===== src/rtl/fds_cmd_fifo.sv =====
// Short command queue between the front and back parts of the selector.
// Depends on nothing but its parameters.
`default_nettype none

module fds_cmd_fifo #(
  parameter int WIDTH = 8,
  parameter int DEPTH = 4
) (
  input  wire logic             clk,
  input  wire logic             rst_n,
  input  wire logic             push,
  input  wire logic [WIDTH-1:0] push_data,
  output logic                  full,
  input  wire logic             pop,
  output logic [WIDTH-1:0]      pop_data,
  output logic                  empty
);

  localparam int PTR_W = (DEPTH > 1) ? $clog2(DEPTH) : 1;
  localparam int CNT_W = $clog2(DEPTH + 1);

  logic [WIDTH-1:0] slots_r [DEPTH];
  logic [PTR_W-1:0] wr_ptr_r;
  logic [PTR_W-1:0] rd_ptr_r;
  logic [CNT_W-1:0] count_r;

  logic do_push;
  logic do_pop;

  assign full     = (count_r == CNT_W'(DEPTH));
  assign empty    = (count_r == '0);
  assign do_push  = push && !full;
  assign do_pop   = pop && !empty;
  assign pop_data = slots_r[rd_ptr_r];

  always_ff @(posedge clk) begin
    if (!rst_n) begin
      wr_ptr_r <= '0;
      rd_ptr_r <= '0;
      count_r  <= '0;
    end else begin
      if (do_push) begin
        wr_ptr_r <= (wr_ptr_r == PTR_W'(DEPTH - 1)) ? '0 : wr_ptr_r + 1'b1;
      end
      if (do_pop) begin
        rd_ptr_r <= (rd_ptr_r == PTR_W'(DEPTH - 1)) ? '0 : rd_ptr_r + 1'b1;
      end
      if (do_push && !do_pop) begin
        count_r <= count_r + 1'b1;
      end else if (do_pop && !do_push) begin
        count_r <= count_r - 1'b1;
      end
    end
  end

  always_ff @(posedge clk) begin
    if (do_push) begin
      slots_r[wr_ptr_r] <= push_data;
    end
  end

endmodule

`default_nettype wire


===== config.mk =====
export PLATFORM = sky130hd
export DESIGN_NAME = fds_cmd_fifo
export DESIGN_NICKNAME = d
export VERILOG_FILES = /design/src/rtl/fds_cmd_fifo.sv
export SDC_FILE = /design/constraint.sdc
export NUM_CORES = 1
export LEC_CHECK = 0
export BUFFER_PORTS_ARGS = -buffer_cell sky130_fd_sc_hd__buf_4
export CAP_MARGIN = 20
export CORE_UTILIZATION = 55
export DETAILED_ROUTE_END_ITERATION = 8
export PLACE_DENSITY = 0.77
export SLEW_MARGIN = 20
export SYNTH_ARGS = -nofsm -noshare
export SYNTH_HDL_FRONTEND = slang
export SYNTH_SLANG_ARGS = --single-unit

===== constraint.sdc =====
create_clock -name clk -period 2.6 [get_ports clk]
set_clock_uncertainty 0.05 [all_clocks]
set_input_delay 0.65 -clock clk [delete_from_list [all_inputs] [get_ports clk]]
set_output_delay 0.65 -clock clk [all_outputs]
set_load 0.02 [all_outputs]

# == After elaboration in Yosys (flattened, before gate mapping) ==
# Memories as Yosys holds them, arrays and structs flattened. A register that Yosys moved wholly into a read port is not among the register bits.
# Cells that the tools add are included.
# totals
ff_bits,7
ram_bits,32
inputBits,12
output_inout_bits,10
word_cells,29
memories,1
# op_classes
addsub,4
eq_ne,3
muxes,8
n_reduce_logical,10
# memory_table
name,words,word_bits,read_ports,rd_clocked_by_memory_dff,wr,line,text
slots_r,4,8,1,1,1,22,logic [WIDTH-1:0] slots_r [DEPTH];
# ops
op,n
two-way mux 2 bit,4
two-way mux 3 bit,2
"adder 2 x 1 -> 2 bit, second input constant",2
"== test 2 bit, second input constant",2
logical AND 1 bit,4
logical NOT 1 bit,4
"adder 3 x 1 -> 3 bit, second input constant",1
"== test 3 bit, second input constant",1
logical NOT 3 bit,1
"subtractor 3 x 1 -> 3 bit, second input constant",1
two-way mux 1 bit,2
nonzero test 2 bit,1

# == Logic depth before layout (Yosys ltp) ==
# depth
ltp_word,7
mapped_depth,9
depth_no_buf,8

# == Worst setup path before layout ==
# Ideal clock, no wire load.
# synth_timing
path_type,input -> register
from,in push
to,reg count_r[2]
setup_time_ps,76
arrival_ps,2074
required_ps,2474
slack_ps,400
stages,8
path_buffers,1
path_cell_list,nor2b_1 buf_2 ha_1 inv_1 fa_1 xor2_1 or3_1 a21boi_0
# synth_between
elab_chain_cells,4
elab_cells_between_ends,6
cone_classes,mux (1); reduce/logical (5)
# synth_lines
item,line,text
start: declaration,11,"input wire logic push,"
logical AND 1 bit *,32,assign do_push = push && !full;
net do_push,27,logic do_push;
logical NOT 1 bit,50,end else if (do_pop && !do_push) begin
logical AND 1 bit,50,
nonzero test 2 bit (no source line),n/a,
end signal: assignment,49,count_r <= count_r + 1'b1;
end signal: assignment,51,count_r <= count_r - 1'b1;
end: declaration,25,logic [CNT_W-1:0] count_r;
# Mark *: on every way through the listed nets, which the timed path passes. The rest lies on a longest branch.
# A chain may end at the register's enable or synchronous reset.

# == Worst setup path after layout ==
# layout_timing
from,reg count_r[1]
to,reg count_r[2]
# layout_between
elab_chain_cells,6
elab_cells_between_ends,15
cone_classes,add/sub (2); eq/ne (1); mux (2); reduce/logical (10)
# layout_lines
item
branches (longest 6 deep; another with subtractor 3 x 1 -> 3 bit)
# Parallel ways; which one is timed is not known. The select of a mux whose other input is x is not followed.

==> reports/results.txt <==
Post-layout min period = 2.32 ns
Fraction of the cycle the final worst path needs = 0.893
Final hold viol count = 0
N_diodes = 0
Mapped cell area = 0.00163 mm²
Yosys cell types = 23
Filler Cell Count = 211
First-pass GRT wire length = 3830 µm
Pint = 1.19 mW
Antenna-violating nets left = 0
Sequential share of power = 0.508
Gr usage total = 0.171
Core area = 0.00278 mm²
CTS clock-pin slew for the worst setup and hold paths = 0.10 ns
Startpoint Class = flip-flop
Largest net degree at the start of global routing = 12
Root buf cell = clkbuf_4
Worst-margin pin slew = 0.521 ns
Critical path class = flip-flop to flip-flop
Commonest non-fill, non-tap cell in the layout = edfxtp_1
CP bufs+invs = 1
Unrepaired setup endpoints after global routing = no
CP max stage delay = 0.51 ns
Cells after synthesis = 93
Top area cells in the synthesized netlist = edfxtp_1 (59%), dfxtp_1 (11%), mux4_2 (11%)
CTS tree = built
Area grow syn2layout = 14.9%
Max-Cap Viols = 0
Biggest area consumer among synthesized cells = edfxtp_1
Slowest cell on the critical path = o31ai_1
Antenna violations before repair = 0
Status = finished, final reports clean
Post-synth top area share = 0.589
CP Max Fanout = 5
Initial Util = 0.586
Pwr/cell area = 910 mW/mm²
Multi-input logic area = 460 µm²
Die H = 56.4 µm
Setup_tns = 0 ns
Worst path required time = 2.81 ns
Post-CTS Hold Buffers = 0
Routed len/inst = 15.6 µm
Worst EP arrival = 2.54 ns
Clock power frac = 0.168
# setup viols final = 0
DRT iter0 DRCs = 21
GRT overflow = 0
Top Ports = 22
Clock sink count = 41
Wirelength, routed = 2360 µm
Yosys warnings = 0
Post-cts gate resize count = 0
Combinational share of power = 0.324
Pre-antenna DRT Iters = 4
Register area = 0.00114 mm²
Die ar. = 0.00319 mm²
Die W = 56.4 µm
H-Tree Depth = 2
Clk_lat worst skew = 0.33 ns
Final Util = 0.673
Setup crit end kind = flip-flop
Drt via density = 5.53
Num rows = 19
Slew headroom = 0.650
Placed wire-length estimate = 1620 µm
Most frequent cells in the layout = edfxtp_1 (32), buf_4 (23), dfxtp_1 (9)
Synth Register Bits = 41
Syn_nets = 112
VDD IR max = 713 µV
Crit-path leading delay family = compound AO/OA/AOI/OAI gates
Vias in the first global route = 820
Residual DRC count = 0
CTS Buffer Depth = 2
Port bufs = 21
Syn Area/Cell = 17.5 µm²
Sw Ratio = 0.302
Cell Count, Final, Fillers Out = 151
Leakage = 0.686 nW
Cts bufs inserted = 5
Final nets = 138
Placed cell count = 143
Routed via count = 835
Max Freq = 430 MHz
Post-CTS Setup Bufs = 0
Max-slew violations = 0
Crit path cell chain = o31ai_1 > ha_1 > inv_1 > fa_1 > xor2_1 > or3_1 > a21boi_0
Register area share after synthesis = 0.700
Routability congestion estimate from global placement = 0.674
P_sw = 0.514 mW
Min-Delay Path Class = primary input to flip-flop
Share of cells above drive strength 1 = 0.308
[layout make-up]
type / instances / area share
repair buffers: 23 / 0.0922
clock buffers: 8 / 0.0261
well taps: 31 / 0.0207
inverters: 3 / 0.00601
multi-input cells: 45 / 0.246
flip-flops and latches: 41 / 0.609
[worst reg2reg max path: cells and delay by family (launching register included)]
family / cells / cell delay, ns
AOI/OAI and AO/OA: 2 / 0.67
adders and majority gates: 2 / 0.65
DFF: 1 / 0.38
and+or+nand+nor: 1 / 0.29
xor gates and xnor gates: 1 / 0.15
buffers and inverters: 1 / 0.06
[sequential cells by signal (all words and copies together), names as in the netlist, named ones only]
register	cells
rd_ptr_r	2
count_r	3
wr_ptr_r	2
slots_r	32
[worst paths after layout]
kind	startpoint	to	slack (ns)	cells after the start
min reg2reg	wr_ptr_r[0]	wr_ptr_r[0]	0.47	2
min	push_data[5]	slots_r[3][5]	0.46	1
max reg2reg	count_r[1]	count_r[2]	0.28	7
max	count_r[1]	count_r[2]	0.28	7
[power by group through the flow]
| stage | clock, mW | combinational (mW) | sequential [mW] |
|---|---|---|---|
| after detailed placement | 0 | 0.563 | 0.882 |
| after global routing | 0.318 | 0.605 | 0.879 |
| after global placement | 0 | 0.547 | 0.878 |
| after floorplan | 0 | 0.388 | 0.859 |
| final | 0.287 | 0.553 | 0.865 |
| after CTS | 0.296 | 0.564 | 0.868 |
[layer usage]
metal,part of all wire,wire length [µm],GRT usage,up-vias
li1,-,-,-,403
met2,0.52,1220,0.276,26
met1,0.41,969,0.202,401
met5,0,0,0,-
met4,0.021,49,0.115,0
met3,0.051,120,0.0415,5
[kinds of logic (layout without fill, tap and decap cells)]
group                    count (synthesis)  in the layout  synth area share
multiplexers                            11             11             0.129
AO/OA/AOI/OAI                            5              5            0.0184
XOR/XNOR                                 2              2            0.0107
adder cells (fa/ha/maj)                  7              7            0.0583
flip-flops                              41             41             0.700
buffers and inverters                    7             34            0.0176
AND/OR/NAND/NOR                         20             20            0.0660
[per-stage QoR]
stage          total power, mW  setup WS, ns  instance area (µm²)  hold WS, ns
6_report                  1.70         0.277                 1870        0.457
5_1_grt                   1.80        0.0315                 1870        0.440
4_1_cts                   1.73         0.252                 1870        0.444
3_5_place_dp              1.44         0.247                 1820        0.464
3_3_place_gp              1.42         0.316                 1820        0.435
2_1_floorplan             1.25         0.400                 1630        0.418
[cells in the mapped netlist]
master,instances
edfxtp_1,32
dfxtp_1,9
mux4_2,8
ha_1,6
nand2_1,6
and2_1,5
inv_1,3
mux2i_1,3
o21ai_0,3
buf_2,2
nand3_1,2
nor2_1,2
nor2b_1,2
a21boi_0,1
buf_1,1
clkbuf_1,1
fa_1,1
nor3_1,1
nor3b_2,1
o31ai_1,1
or3_1,1
xnor2_1,1
xor2_1,1
(Power assumes the default switching activity.)
