==> src/rtl/fds_pkg.sv <==
// Shared types and constants of the fingerprint dictionary selector.
// No dependencies; every rtl file but fds_cmd_fifo refers to it by scoped names.
`default_nettype none

package fds_pkg;

  localparam int HASH_W     = 32;
  localparam int COUNT_W    = 17;
  localparam int SCORE_W    = 16;
  localparam int BYTE_W     = 8;
  localparam int SLOT_IN_W  = 4;
  localparam int MAX_LIVE   = 16;
  localparam int CFG_IDX_W  = 8;
  localparam int CFG_DATA_W = 16;
  localparam int SIU_W      = 5;
  localparam int PLEN_W     = 16;
  localparam int QUEUE_DEPTH = 4;

  localparam logic [COUNT_W-1:0] COUNT_MAX = 17'h1FFFF;
  localparam logic [SCORE_W-1:0] SCORE_MAX = 16'hFFFF;

  localparam logic [SIU_W-1:0]  SLOTS_IN_USE_RESET = 5'd4;
  localparam logic [PLEN_W-1:0] PROBE_LENGTH_RESET = 16'd16384;

  localparam logic [CFG_IDX_W-1:0] CFG_SLOTS_IN_USE = 8'd0;
  localparam logic [CFG_IDX_W-1:0] CFG_PROBE_LENGTH = 8'd1;

  // Classification of one request, passed from front to back.
  typedef struct packed {
    logic train;  // training byte (else probe byte)
    logic clear;  // segment start: clear slot table or scores
    logic mark;   // set table bit (training) or score at index (probe)
    logic emit;   // deliver a selection result
    logic skip;   // result is slot 0 with 0 hits
  } cmd_flags_t;

endpackage

`default_nettype wire

==> src/rtl/fds_front.sv <==
// Front part: configuration registers, rolling hash and byte count,
// classification of each accepted byte into a queued command. Uses fds_pkg.
`default_nettype none

module fds_front #(
  parameter int SLOTS      = 16,
  parameter int INDEX_BITS = 12,
  parameter int WINDOW     = 4
) (
  input  wire logic                             clk,
  input  wire logic                             rst_n,
  input  wire logic                             in_valid,
  output logic                                  in_stall,
  input  wire logic                             in_operation,
  input  wire logic [fds_pkg::SLOT_IN_W-1:0]    in_slot,
  input  wire logic [fds_pkg::BYTE_W-1:0]       in_data_byte,
  input  wire logic                             in_first,
  input  wire logic                             in_last,
  input  wire logic                             cfg_valid,
  output logic                                  cfg_ready,
  input  wire logic [fds_pkg::CFG_IDX_W-1:0]    cfg_index,
  input  wire logic [fds_pkg::CFG_DATA_W-1:0]   cfg_data,
  input  wire logic                             q_full,
  input  wire logic                             back_init,
  output logic                                  push,
  output fds_pkg::cmd_flags_t                   cmd_flags,
  output logic [$clog2((SLOTS < 16) ? SLOTS : 16)-1:0] cmd_slot,
  output logic [INDEX_BITS-1:0]                 cmd_idx,
  output logic [((SLOTS < 16) ? SLOTS : 16)-1:0] cmd_act,
  output logic [$clog2((SLOTS < 16) ? SLOTS : 16)-1:0] cmd_last
);

  localparam int LIVE   = (SLOTS < fds_pkg::MAX_LIVE) ? SLOTS : fds_pkg::MAX_LIVE;
  localparam int SLOT_W = $clog2(LIVE);
  localparam int HW     = fds_pkg::HASH_W;
  localparam int CW     = fds_pkg::COUNT_W;
  localparam int SW     = fds_pkg::SIU_W;

  logic [SW-1:0]                slots_in_use_r;
  logic [fds_pkg::PLEN_W-1:0]   probe_length_r;
  logic [HW-1:0]                hash_r;
  logic [CW-1:0]                count_r;

  logic          accept;
  logic          slot_ok;
  logic          absorb;
  logic          take;
  logic [HW-1:0] h0;
  logic [HW-1:0] h1;
  logic [HW-1:0] hash_nxt;
  logic [CW-1:0] c0;
  logic [CW-1:0] c1;
  logic [CW-1:0] count_nxt;
  logic [SW-1:0] n_act;
  logic          mark;

  assign cfg_ready = 1'b1;
  assign in_stall  = q_full || back_init;
  assign accept    = in_valid && !in_stall;

  // Slot indexes at or above the live slot count are never trained.
  assign slot_ok = (SW'(in_slot) < SW'(LIVE));
  assign n_act   = (slots_in_use_r > SW'(LIVE)) ? SW'(LIVE) : slots_in_use_r;

  always_comb begin
    h0 = in_first ? '0 : hash_r;
    c0 = in_first ? '0 : count_r;
    h1 = {h0[HW-2:0], h0[HW-1]} ^ HW'(in_data_byte);
    c1 = (c0 == fds_pkg::COUNT_MAX) ? c0 : c0 + 1'b1;
    absorb = !in_operation || (c0 < CW'(probe_length_r));
    hash_nxt  = absorb ? h1 : h0;
    count_nxt = absorb ? c1 : c0;
    mark = absorb && (count_nxt >= CW'(WINDOW));
    take = in_operation || slot_ok;
  end

  always_comb begin
    cmd_flags.train = !in_operation;
    cmd_flags.clear = in_first;
    cmd_flags.mark  = mark;
    cmd_flags.emit  = in_operation && in_last;
    cmd_flags.skip  = (n_act <= SW'(1)) || (count_nxt < CW'(WINDOW));
    cmd_slot = in_slot[SLOT_W-1:0];
    cmd_idx  = hash_nxt[INDEX_BITS-1:0];
    cmd_last = SLOT_W'(n_act - 1'b1);
    for (int s = 0; s < LIVE; s++) begin
      cmd_act[s] = (SW'(s) < n_act);
    end
    if (in_operation) begin
      push = accept && (in_first || mark || in_last);
    end else begin
      push = accept && slot_ok && (in_first || mark);
    end
  end

  always_ff @(posedge clk) begin
    if (!rst_n) begin
      slots_in_use_r <= fds_pkg::SLOTS_IN_USE_RESET;
      probe_length_r <= fds_pkg::PROBE_LENGTH_RESET;
      hash_r         <= '0;
      count_r        <= '0;
    end else begin
      if (cfg_valid && cfg_ready) begin
        if (cfg_index == fds_pkg::CFG_SLOTS_IN_USE) begin
          slots_in_use_r <= cfg_data[SW-1:0];
        end else if (cfg_index == fds_pkg::CFG_PROBE_LENGTH) begin
          probe_length_r <= cfg_data;
        end
      end
      // Drop training bytes for slots that do not exist.
      if (accept && take) begin
        hash_r  <= hash_nxt;
        count_r <= count_nxt;
      end
    end
  end

endmodule

`default_nettype wire

==> config.mk <==
export PLATFORM = sky130hd
export DESIGN_NAME = fds_front
export DESIGN_NICKNAME = d
export VERILOG_FILES = /design/src/rtl/fds_pkg.sv /design/src/rtl/fds_front.sv
export SDC_FILE = /design/constraint.sdc
export NUM_CORES = 1
export LEC_CHECK = 0
export BUFFER_PORTS_ARGS = -buffer_cell sky130_fd_sc_hd__clkbuf_2
export CORE_MARGIN = 2
export CORE_UTILIZATION = 50
export DETAILED_ROUTE_END_ITERATION = 10
export GPL_ROUTABILITY_DRIVEN = 0
export PLACE_DENSITY = 0.72
export SLEW_MARGIN = 0
export SYNTH_ARGS = -nofsm -noshare
export SYNTH_HDL_FRONTEND = slang
export SYNTH_SLANG_ARGS = --single-unit
==> constraint.sdc <==
create_clock -name clk -period 10.55 [get_ports clk]
set_input_delay 1.5825 -clock clk [delete_from_list [all_inputs] [get_ports clk]]
set_output_delay 1.5825 -clock clk [all_outputs]
set_load 0.05 [all_outputs]
Yosys cells after proc, flatten, opt, wreduce, memory -nomap -nowiden

Index checks and enable logic that the tools add are counted.

Register bits: 70
Input port bits: 45
Word-level logic and storage cells: 53
Output and inout bits: 44

Mux-type cells: 7
Bitwise logic cells: 2
Add/sub/neg operators: 2
Reduce and logical (&&, ||, !) cells: 15
Eq/ne operators: 2
Order comparisons: 21

Operators with widths:

| kind                  | count |
|---|---|
| $mux 32               | 2 |
| $mux 17               | 3 |
| $lt 4x5->1 const A    | 8 |
| $xor 32x8->32         | 1 |
| $lt 3x5->1 const A    | 4 |
| $add 17x1->17 const B | 1 |
| $eq 17x17->1 const B  | 1 |
| $ge 17x3->1 const B   | 1 |
| $lt 17x16->1          | 1 |
| $lt 17x3->1 const B   | 1 |
| $lt 1x5->1 const A    | 2 |
| $lt 2x5->1 const A    | 2 |
| $eq 8x1->1 const B    | 1 |
| $logic_not 8->1       | 1 |
| $gt 5x5->1 const B    | 1 |
| $le 5x1->1 const B    | 1 |
| $logic_and 1x1->1     | 5 |
| $logic_or 1x1->1      | 5 |
| $mux 5                | 1 |
| $sub 4x1->4 const B   | 1 |
| $reduce_and 3->1      | 1 |
| $logic_not 1->1       | 2 |
| $reduce_and 2->1      | 1 |
| $mux 1                | 1 |
| $not 1->1             | 1 |

Logic depth before layout (Yosys ltp)

Gate-level depths: netlist of run 1.

Depth in word-level cells: 10
Gate-level depth with buffers: 18
Gate-level depth less buffers: 11

Least setup slack after synthesis of run 1

OpenSTA, ideal clock, no wires.

Kind: in2out
Start: in in_first
End: out push
Data required time: 8.968 ns
Setup slack: 3.699 ns
Cell stages on the path: 16
Arrival time: 5.268 ns
Buffers on the path: 5
Cells stage by stage: buf_6 buf_2 clkbuf_1 clkbuf_1 clkbuf_1 nor2b_1 ha_1 and3_1 nand4_4 nor3_1 a2111o_1 nor3_2 mux2i_1 a21boi_0 and3_1 a21boi_1

Word-level cells in the longest chain between the ends: 10
Elaborated cells on any way between the ends: 14
Those cells by class: add/sub (1); order compare (2); eq/ne (1); mux (4); reduce/logical (6)

Ends and longest elaborated chain:

| item                                        | RTL line                         | source |
|---|---|---|
| start, declared                             | fds_front.sv:17                  | `input wire logic in_first,` |
| $mux 17                                     | fds_front.sv:67                  | `c0 = in_first ? '0 : count_r;` |
| $add 17x1->17 (tied with other cells)       | fds_front.sv:69                  | `c1 = (c0 == fds_pkg::COUNT_MAX) ? c0 : c0 + 1'b1;` |
| $mux 17 or $logic_or 1x1->1 (tied branches) | fds_front.sv:69, fds_front.sv:70 |  |
| $mux 17                                     | fds_front.sv:72                  | `count_nxt = absorb ? c1 : c0;` |
| $ge 17x3->1                                 | fds_front.sv:73                  | `mark = absorb && (count_nxt >= CW'(WINDOW));` |
| $logic_and 1x1->1                           | fds_front.sv:73                  |  |
| $logic_or 1x1->1 *                          | fds_front.sv:90, fds_front.sv:92 |  |
| $logic_or 1x1->1                            | fds_front.sv:90                  | `push = accept && (in_first \|\| mark \|\| in_last);` |
| $logic_and 1x1->1                           | fds_front.sv:90                  |  |
| $mux 1 *                                    | fds_front.sv:89                  | `if (in_operation) begin` |
| end, declared                               | fds_front.sv:25                  | `output logic push,` |

Every way passes the cells marked *; elsewhere a longest branch is shown, timed or not.

Final worst setup path of run 1

Start: in in_first
End: out cmd_idx[3]

Word-level cells in the longest chain between the ends: 4
Elaborated cells on any way between the ends: 6
Those cells by class: order compare (1); mux (3); bitwise (1); reduce/logical (1)

Ends and longest elaborated chain:

| item             | RTL line        | source |
|---|---|---|
| $mux 17          | fds_front.sv:67 |  |
| $lt 17x16->1     | fds_front.sv:70 | `absorb = !in_operation \|\| (c0 < CW'(probe_length_r));` |
| $logic_or 1x1->1 | fds_front.sv:70 |  |
| $mux 32 *        | fds_front.sv:71 | `hash_nxt = absorb ? h1 : h0;` |
| end, declared    | fds_front.sv:28 | `output logic [INDEX_BITS-1:0] cmd_idx,` |

Marks and branches as above.

==> results of run 1 <==
sequential cells by signal, summed over array words and instances, names as in the netlist:
signal and count:
count_r 17, hash_r 32, probe_length_r 16, slots_in_use_r 5
metrics by stage:
| step | hold WS, ps | total power, W | cells | worst slack, ps | area [µm²] |
|---|---|---|---|---|---|
| after global placement | 463 | 0.000327 | 714 | 3750 | 4830 |
| after global routing | 511 | 0.000571 | 730 | 3290 | 5030 |
| after floorplan | 445 | 0.000319 | 580 | 3700 | 4610 |
| after detailed placement | 471 | 0.000327 | 714 | 3670 | 4830 |
| after CTS | 492 | 0.000553 | 730 | 3660 | 5030 |
| final | 486 | 0.000547 | 730 | 3620 | 5030 |
logic make-up (layout without fill, tap and decap cells):
group | after synthesis | in the layout
AOI/OAI and AO/OA | 142 | 142
xor gates and xnor gates | 11 | 11
adders and majority gates | 15 | 15
buffers and inverters | 92 | 131
DFF | 70 | 70
muxes | 26 | 26
other | 1 | 1
and+or+nand+nor | 223 | 223
where the power goes:
group	switching [W]	leakage, nW	internal, W
combinational	0.0000353	1.35	0.0000183
clock	0.000114	0.102	0.000112
sequential	0.00000165	0.565	0.000266
cell usage after synthesis, types with 3 or more instances:
cell	instances
nor4_1	11
dfxtp_1	70
mux2i_1	26
nor3_1	11
inv_1	33
ha_1	15
xnor2_1	9
buf_2	6
o21bai_1	4
buf_6	3
nor2_1	37
and2_1	6
nand2_1	40
and3_1	3
nor2b_1	67
a21oi_1	23
nand2b_1	5
a31oi_1	3
o22ai_1	8
a21boi_0	7
a21o_1	3
o21ai_0	38
a22oi_1	26
nand3_1	7
clkbuf_1	28
nor3b_1	9
buf_4	22
nand4_1	7
o21ai_1	4
tightest hold or removal path: stages, from the launching register on:
cell and delay, ps:
dfxtp_1 330, mux2i_1 70, nand2_1 60
final timing paths:
path / from / to / slack, ps / cells past startpoint
worst max-delay path: in_first / cmd_idx[3] / 3620 / 12
worst min register to register: probe_length_r[14]$_SDFFE_PN1P_ / probe_length_r[14]$_SDFFE_PN1P_ / 490 / 2
worst min-delay path: probe_length_r[14]$_SDFFE_PN1P_ / probe_length_r[14]$_SDFFE_PN1P_ / 490 / 2
worst max register to register: count_r[11]$_SDFFE_PN0P_ / hash_r[30]$_SDFFE_PN0P_ / 6450 / 10
per-layer routing:
metal  GRT usage  vias to the layer above  routed length (µm)
met5           0                        -                   0
met1       0.269                     1926                4570
met2       0.341                      126                4970
met3      0.0453                       17                 611
li1            -                     2080                   -
met4      0.0759                        0                 186
cell type report:
class | count | share of cell area
Inverter | 33 | 0.0246
Timing Repair Buffer | 82 | 0.0830
Clock buffer | 9 | 0.0246
Multi-Input combinational cell | 418 | 0.546
Sequential cell | 70 | 0.278
Tap cell | 111 | 0.0276
Clock inverter | 7 | 0.0159
placed cells by master (no fill, tap or decap), types with 15 or more instances in the layout:
cell type	netlist	routed
dfxtp_1	70	70
nor2_1	37	37
a22oi_1	26	26
clkbuf_2	0	79
nor2b_1	67	67
nand2_1	40	40
o21ai_0	38	38
mux2i_1	26	26
inv_1	33	33
a21oi_1	23	23
ha_1	15	15
==> results by group, run 1 <==
Critical path
  • Crit path DAT: 5350 ps
  • Critical Path RT: ~9000 ps
  • Crit start category: primary input
  • CP Max Fanout: 76
  • Crit Path Class: in -> out
  • Cell mode on critical path: clkbuf_2
  • Crit path max-delay family: simple AND/OR/NAND/NOR gates
  • Max stage delay on crit path: 730 ps
  • Slowest-stage cell, CP: or2_1
  • Worst path cell trace: clkbuf_2, buf_4, nor2b_1, ha_1, nand2_1, o21a_1, o21ai_1, and2_1, or2_1, a21oi_1, o22ai_1, clkbuf_2
  • Worst Path Buf+Inv: 3
  • Worst Setup End Kind: output port

Clock network
  • Clk root buf: clkbuf_8
  • CTS Buf Count: 9
  • Post-CTS sizing: 0
  • Post-CTS Setup Repair Bufs: 0
  • Clock Path Buffers: 2
  • TritonCTS clock tree: yes
  • Clock slew seen by the registers of the worst setup and hold paths: 80 ps
  • CTS Sinks: 70
  • CTS Hold Bufs: 0
  • H-tree Lvls: 3
  • Skew-Pair Late Insertion Delay: 350 ps

Job
  • Max-cap violations: 0

Logic synthesis
  • Net Count, Synth: 640
  • Ys flop type: dfxtp_1
  • Async SR Flop Fraction: 0
  • Mean Syn Cell Area: 7.94 µm²
  • Register bit total from synthesis: 70
  • Simple-gate portion of the synthesized area: 0.275
  • Synth Cell Area: 4610 µm²
  • Synth Area in Compound Gates: 0.203
  • Synth area leader: dfxtp_1
  • Xor and xnor area share after synthesis: 0.0209
  • Count of different cell masters after synthesis: 68
  • Post-synthesis mux area share: 0.0565
  • Area contributors post-synth: dfxtp_1 (30%), nor2b_1 (9.1%), mux2i_1 (5.7%)
  • Share of the synthesized area in the top cell type: 0.304
  • Seq/Total Area, Yosys: 0.304
  • Largest family of logic cells by synthesized area: simple AND/OR/NAND/NOR gates
  • Area share of fa/ha/maj cells after synthesis: 0.0407
  • Number of flops mapped to enable cells by yosys: 0
  • Synth warn: 0
  • Post-Synthesis Cells: between 500 and 600

Cells and area
  • Multi-input gate area: 2750 µm²
  • Final design utilization: 0.555
  • Antenna cells: 0
  • Synth-to-Final Area Change: 9.26%
  • FF/Latch Area: 1400 µm²
  • Total Nets Final: slightly below 700
  • FILL cells: about 860
  • Share of post-route cells with drive strength above 1: 0.183

Floorplan
  • Die height: 100 µm
  • I/O Pins: 89
  • Initial core utilization: 0.508
  • FP Rows: 35
  • Die width: 100 µm
  • CORE AREA: about 9000 µm²
  • Die area: 10000 µm²

Route
  • Via count: ~4.1k
  • Post-DR wirelength/cell: 14.2 µm
  • DRC: 0
  • Via-per-instance ratio: 5.68
  • Final ANT Viol Nets: 0
  • DRT iter0 DRCs: 249
  • Initial DRT Pass Iterations: 5
  • Final WL: 10,300 µm

Global route
  • Initial antenna violation count: 0
  • GRT Util Overall: 0.208
  • Largest net degree at the start of global routing: 77
  • Total global routing overflow: 0
  • Vias in the first global route: ~3.8k
  • First-pass GRT wire length: ~17,000 µm

Hold path
  • HP Class: reg -> reg

Status
  • Status: finished, final reports clean

STA
  • Rel. slew slack: 0.185
  • Fin crit period: 6930 ps
  • Max Freq: 144 MHz
  • Least-Margin Pin Slew: 1220 ps
  • Skew final: between 10 and 15 ps
  • Max-slew violations: 0
  • Unrepaired setup endpoints after global routing: no
  • Final TNS setup: 0 ps
  • Final Hold Viols: 0
  • Final worst path period share: 0.657
  • Final setup viols: 0

Power and ir drop
  • Peak supply drop: 0.0693 mV
  • Leak pwr: 2.02 nW
  • Power Dens Cells: 109 nW/µm²

Placement
  • IO Port Bufs: 79
  • Post-DP HPWL: 7150 µm
(Power assumes the default switching activity.)
==> run 2: changes to the inputs <==
==> constraint.sdc (replaced) <==
create_clock -name clk -period 6.6 [get_ports clk]
set_input_delay 0.99 -clock clk [delete_from_list [all_inputs] [get_ports clk]]
set_output_delay 0.99 -clock clk [all_outputs]
set_load 0.05 [all_outputs]
==> run 2 against run 1 <==
Against the previous run:
- hold slack worse by 5.4 ps
- cell count is 0.14% higher
- global-route usage is 0.63 points higher
- highest routed layer unchanged
==> results by group, run 2 (synthesized netlist as in run 1, its figures left out) <==
Power and ir drop
  • Peak supply drop: between 0.1 and 0.15 mV
  • Pwr Total: 0.000981 W
  • Leak pwr: 2.05 nW
  • Power Dens Cells: 192 nW/µm²

STA
  • Final Hold Viols: 0
  • Fin crit period: between 5000 and 6000 ps
  • Final TNS setup: 0 ps
  • Least-Margin Pin Slew: approximately 1100 ps
  • Final setup viols: 0
  • Skew final: 13.0 ps
  • Max-slew violations: 0
  • Unrepaired setup endpoints after global routing: no
  • Max Freq: 175 MHz
  • Final worst path period share: 0.865
  • Rel. slew slack: 0.265

Placement
  • IO Port Bufs: 79
  • Post-DP HPWL: 7320 µm
  • Placed cell areas: slightly below 5000 µm²

Cells and area
  • Final design utilization: 0.563
  • Largest Register: hash_r
  • Leading cell type in the layout, fill and taps excluded: clkbuf_2
  • Share of post-route cells with drive strength above 1: 0.184
  • Most frequent cells in the layout: clkbuf_2 (79), dfxtp_1 (70), nor2b_1 (67)
  • Antenna cells: 0
  • Max reg flops: 32
  • Top flop regs: hash_r x32, count_r x17, probe_length_r x16
  • Synth-to-Final Area Change: 10.8%
  • Post-route cell area: 5100 µm²
  • Total Nets Final: 675

Critical path
  • Crit Path Class: in -> out
  • Worst-case reg-to-reg path depth: 11
  • Worst R2R Setup Slack: slightly below 3000 ps
  • Cell mode on critical path: clkbuf_2
  • Worst r2r src: count_r[11]$_SDFFE_PN0P_
  • RR Endpoint: hash_r[7]$_SDFFE_PN0P_
  • Worst path cell trace: clkbuf_2, nor2b_1, ha_1, nand2_1, o21a_1, o21ai_1, and2_1, or2_1, a21oi_1, o22ai_2, clkbuf_2
  • Max stage delay on crit path: ~700 ps
  • CP Max Fanout: between 40 and 50
  • Crit path DAT: 4720 ps
  • Worst Setup End Kind: output port
  • Critical Path RT: 5610 ps
  • Crit start category: primary input
  • Slowest-stage cell, CP: or2_1

Floorplan
  • CORE AREA: 9060 µm²
  • Die width: 100 µm
  • Initial core utilization: 0.508
  • Die area: 10000 µm²
  • I/O Pins: just under 90
  • FP Rows: 35
  • Die height: 100 µm

Clock network
  • CTS Buf Count: 9
  • Post-CTS Setup Repair Bufs: 0
  • Clock Path Buffers: 2
  • Clk root buf: clkbuf_8
  • Post-CTS sizing: 0
  • Skew-Pair Late Insertion Delay: around 360 ps
  • TritonCTS clock tree: yes
  • CTS Sinks: 70
  • Clock slew seen by the registers of the worst setup and hold paths: approximately 70 ps
  • CTS Hold Bufs: 0
  • H-tree Lvls: 3

Status
  • Status: finished, final reports clean

Route
  • Final WL: ~10,000 µm
  • Initial DRT Pass Iterations: 7
  • DRT iter0 DRCs: between 200 and 250
  • Post-DR wirelength/cell: 14.1 µm
  • DRC: 0
  • Via-per-instance ratio: around 5.6
  • Final ANT Viol Nets: 0
  • Via count: about 4.1k

Hold path
  • HP Class: reg -> reg
  • Hold_sp: probe_length_r[14]$_SDFFE_PN1P_
  • Worst Hold Endpoint: probe_length_r[14]$_SDFFE_PN1P_
  • Hold depth: 2

Job
  • Max-cap violations: 0

Global route
  • Largest net degree at the start of global routing: 73
  • Total global routing overflow: 0
  • Vias in the first global route: 3,798
  • GRT Util Overall: 0.214
  • Initial antenna violation count: 0
  • First-pass GRT wire length: 17,600 µm
run 2: changes by cell type in the layout (fill, tap and decap cells not counted), sizes merged:
cell    before  now
bufinv       1    4
clkinv       2    1
inv         36   34
buf          3    4
run 2: area by class of cell:
cell class | instances | area (µm²)
Inverter | 33 | 124
Multi-Input combinational cell | 418 | 2750
Tap cell | 111 | 139
Timing Repair Buffer | 83 | 425
Fill cell | 817 | 3960
Clock inverter | 7 | 145
Sequential cell | 70 | 1400
Clock buffer | 9 | 124
run 2: stage by stage:
| stage | hold slack (ps) | setup slack [ps] | instances |
|---|---|---|---|
| final | 481 | 893 | 731 |
| after global routing | 534 | 569 | 731 |
| after CTS | 484 | 955 | 731 |
| after detailed placement | 465 | 954 | 715 |
| after global placement | 459 | 1040 | 715 |
| after floorplan | 445 | 934 | 580 |
run 2: worst max-delay path by stage:
stage / start / slack (ps) / to
finish: in_first / 890 / cmd_idx[0]
global route: in_first / 570 / cmd_idx[6]
CTS: in_first / 950 / cmd_idx[0]
detailed placement: in_first / 950 / cmd_idx[0]
global placement: in_first / 1040 / cmd_idx[0]
floorplan: in_first / 930 / push
run 2: critical path: cells and delay by family:
kind | cells | cell delay, ps
simple gates | 4 | 1570
buf+inv | 2 | 910
fa+ha+maj | 1 | 340
compound gates | 4 | 870
run 2: metal layers:
metal  GRT usage  up-vias  wire, µm
li1            -     2080         -
met1       0.279     1916      4690
met2       0.357      109      4970
met3      0.0404       21       509
met4      0.0727        0       156
met5           0        -         0
run 2: where the power goes:
part	switching [W]	total [W]	leakage (nW)	internal [W]
sequential	0.00000284	0.000428	0.565	0.000425
clock	0.000175	0.000466	0.130	0.000291
combinational	0.0000567	0.0000862	1.36	0.0000295
total	0.000235	0.000981	2.05	0.000746
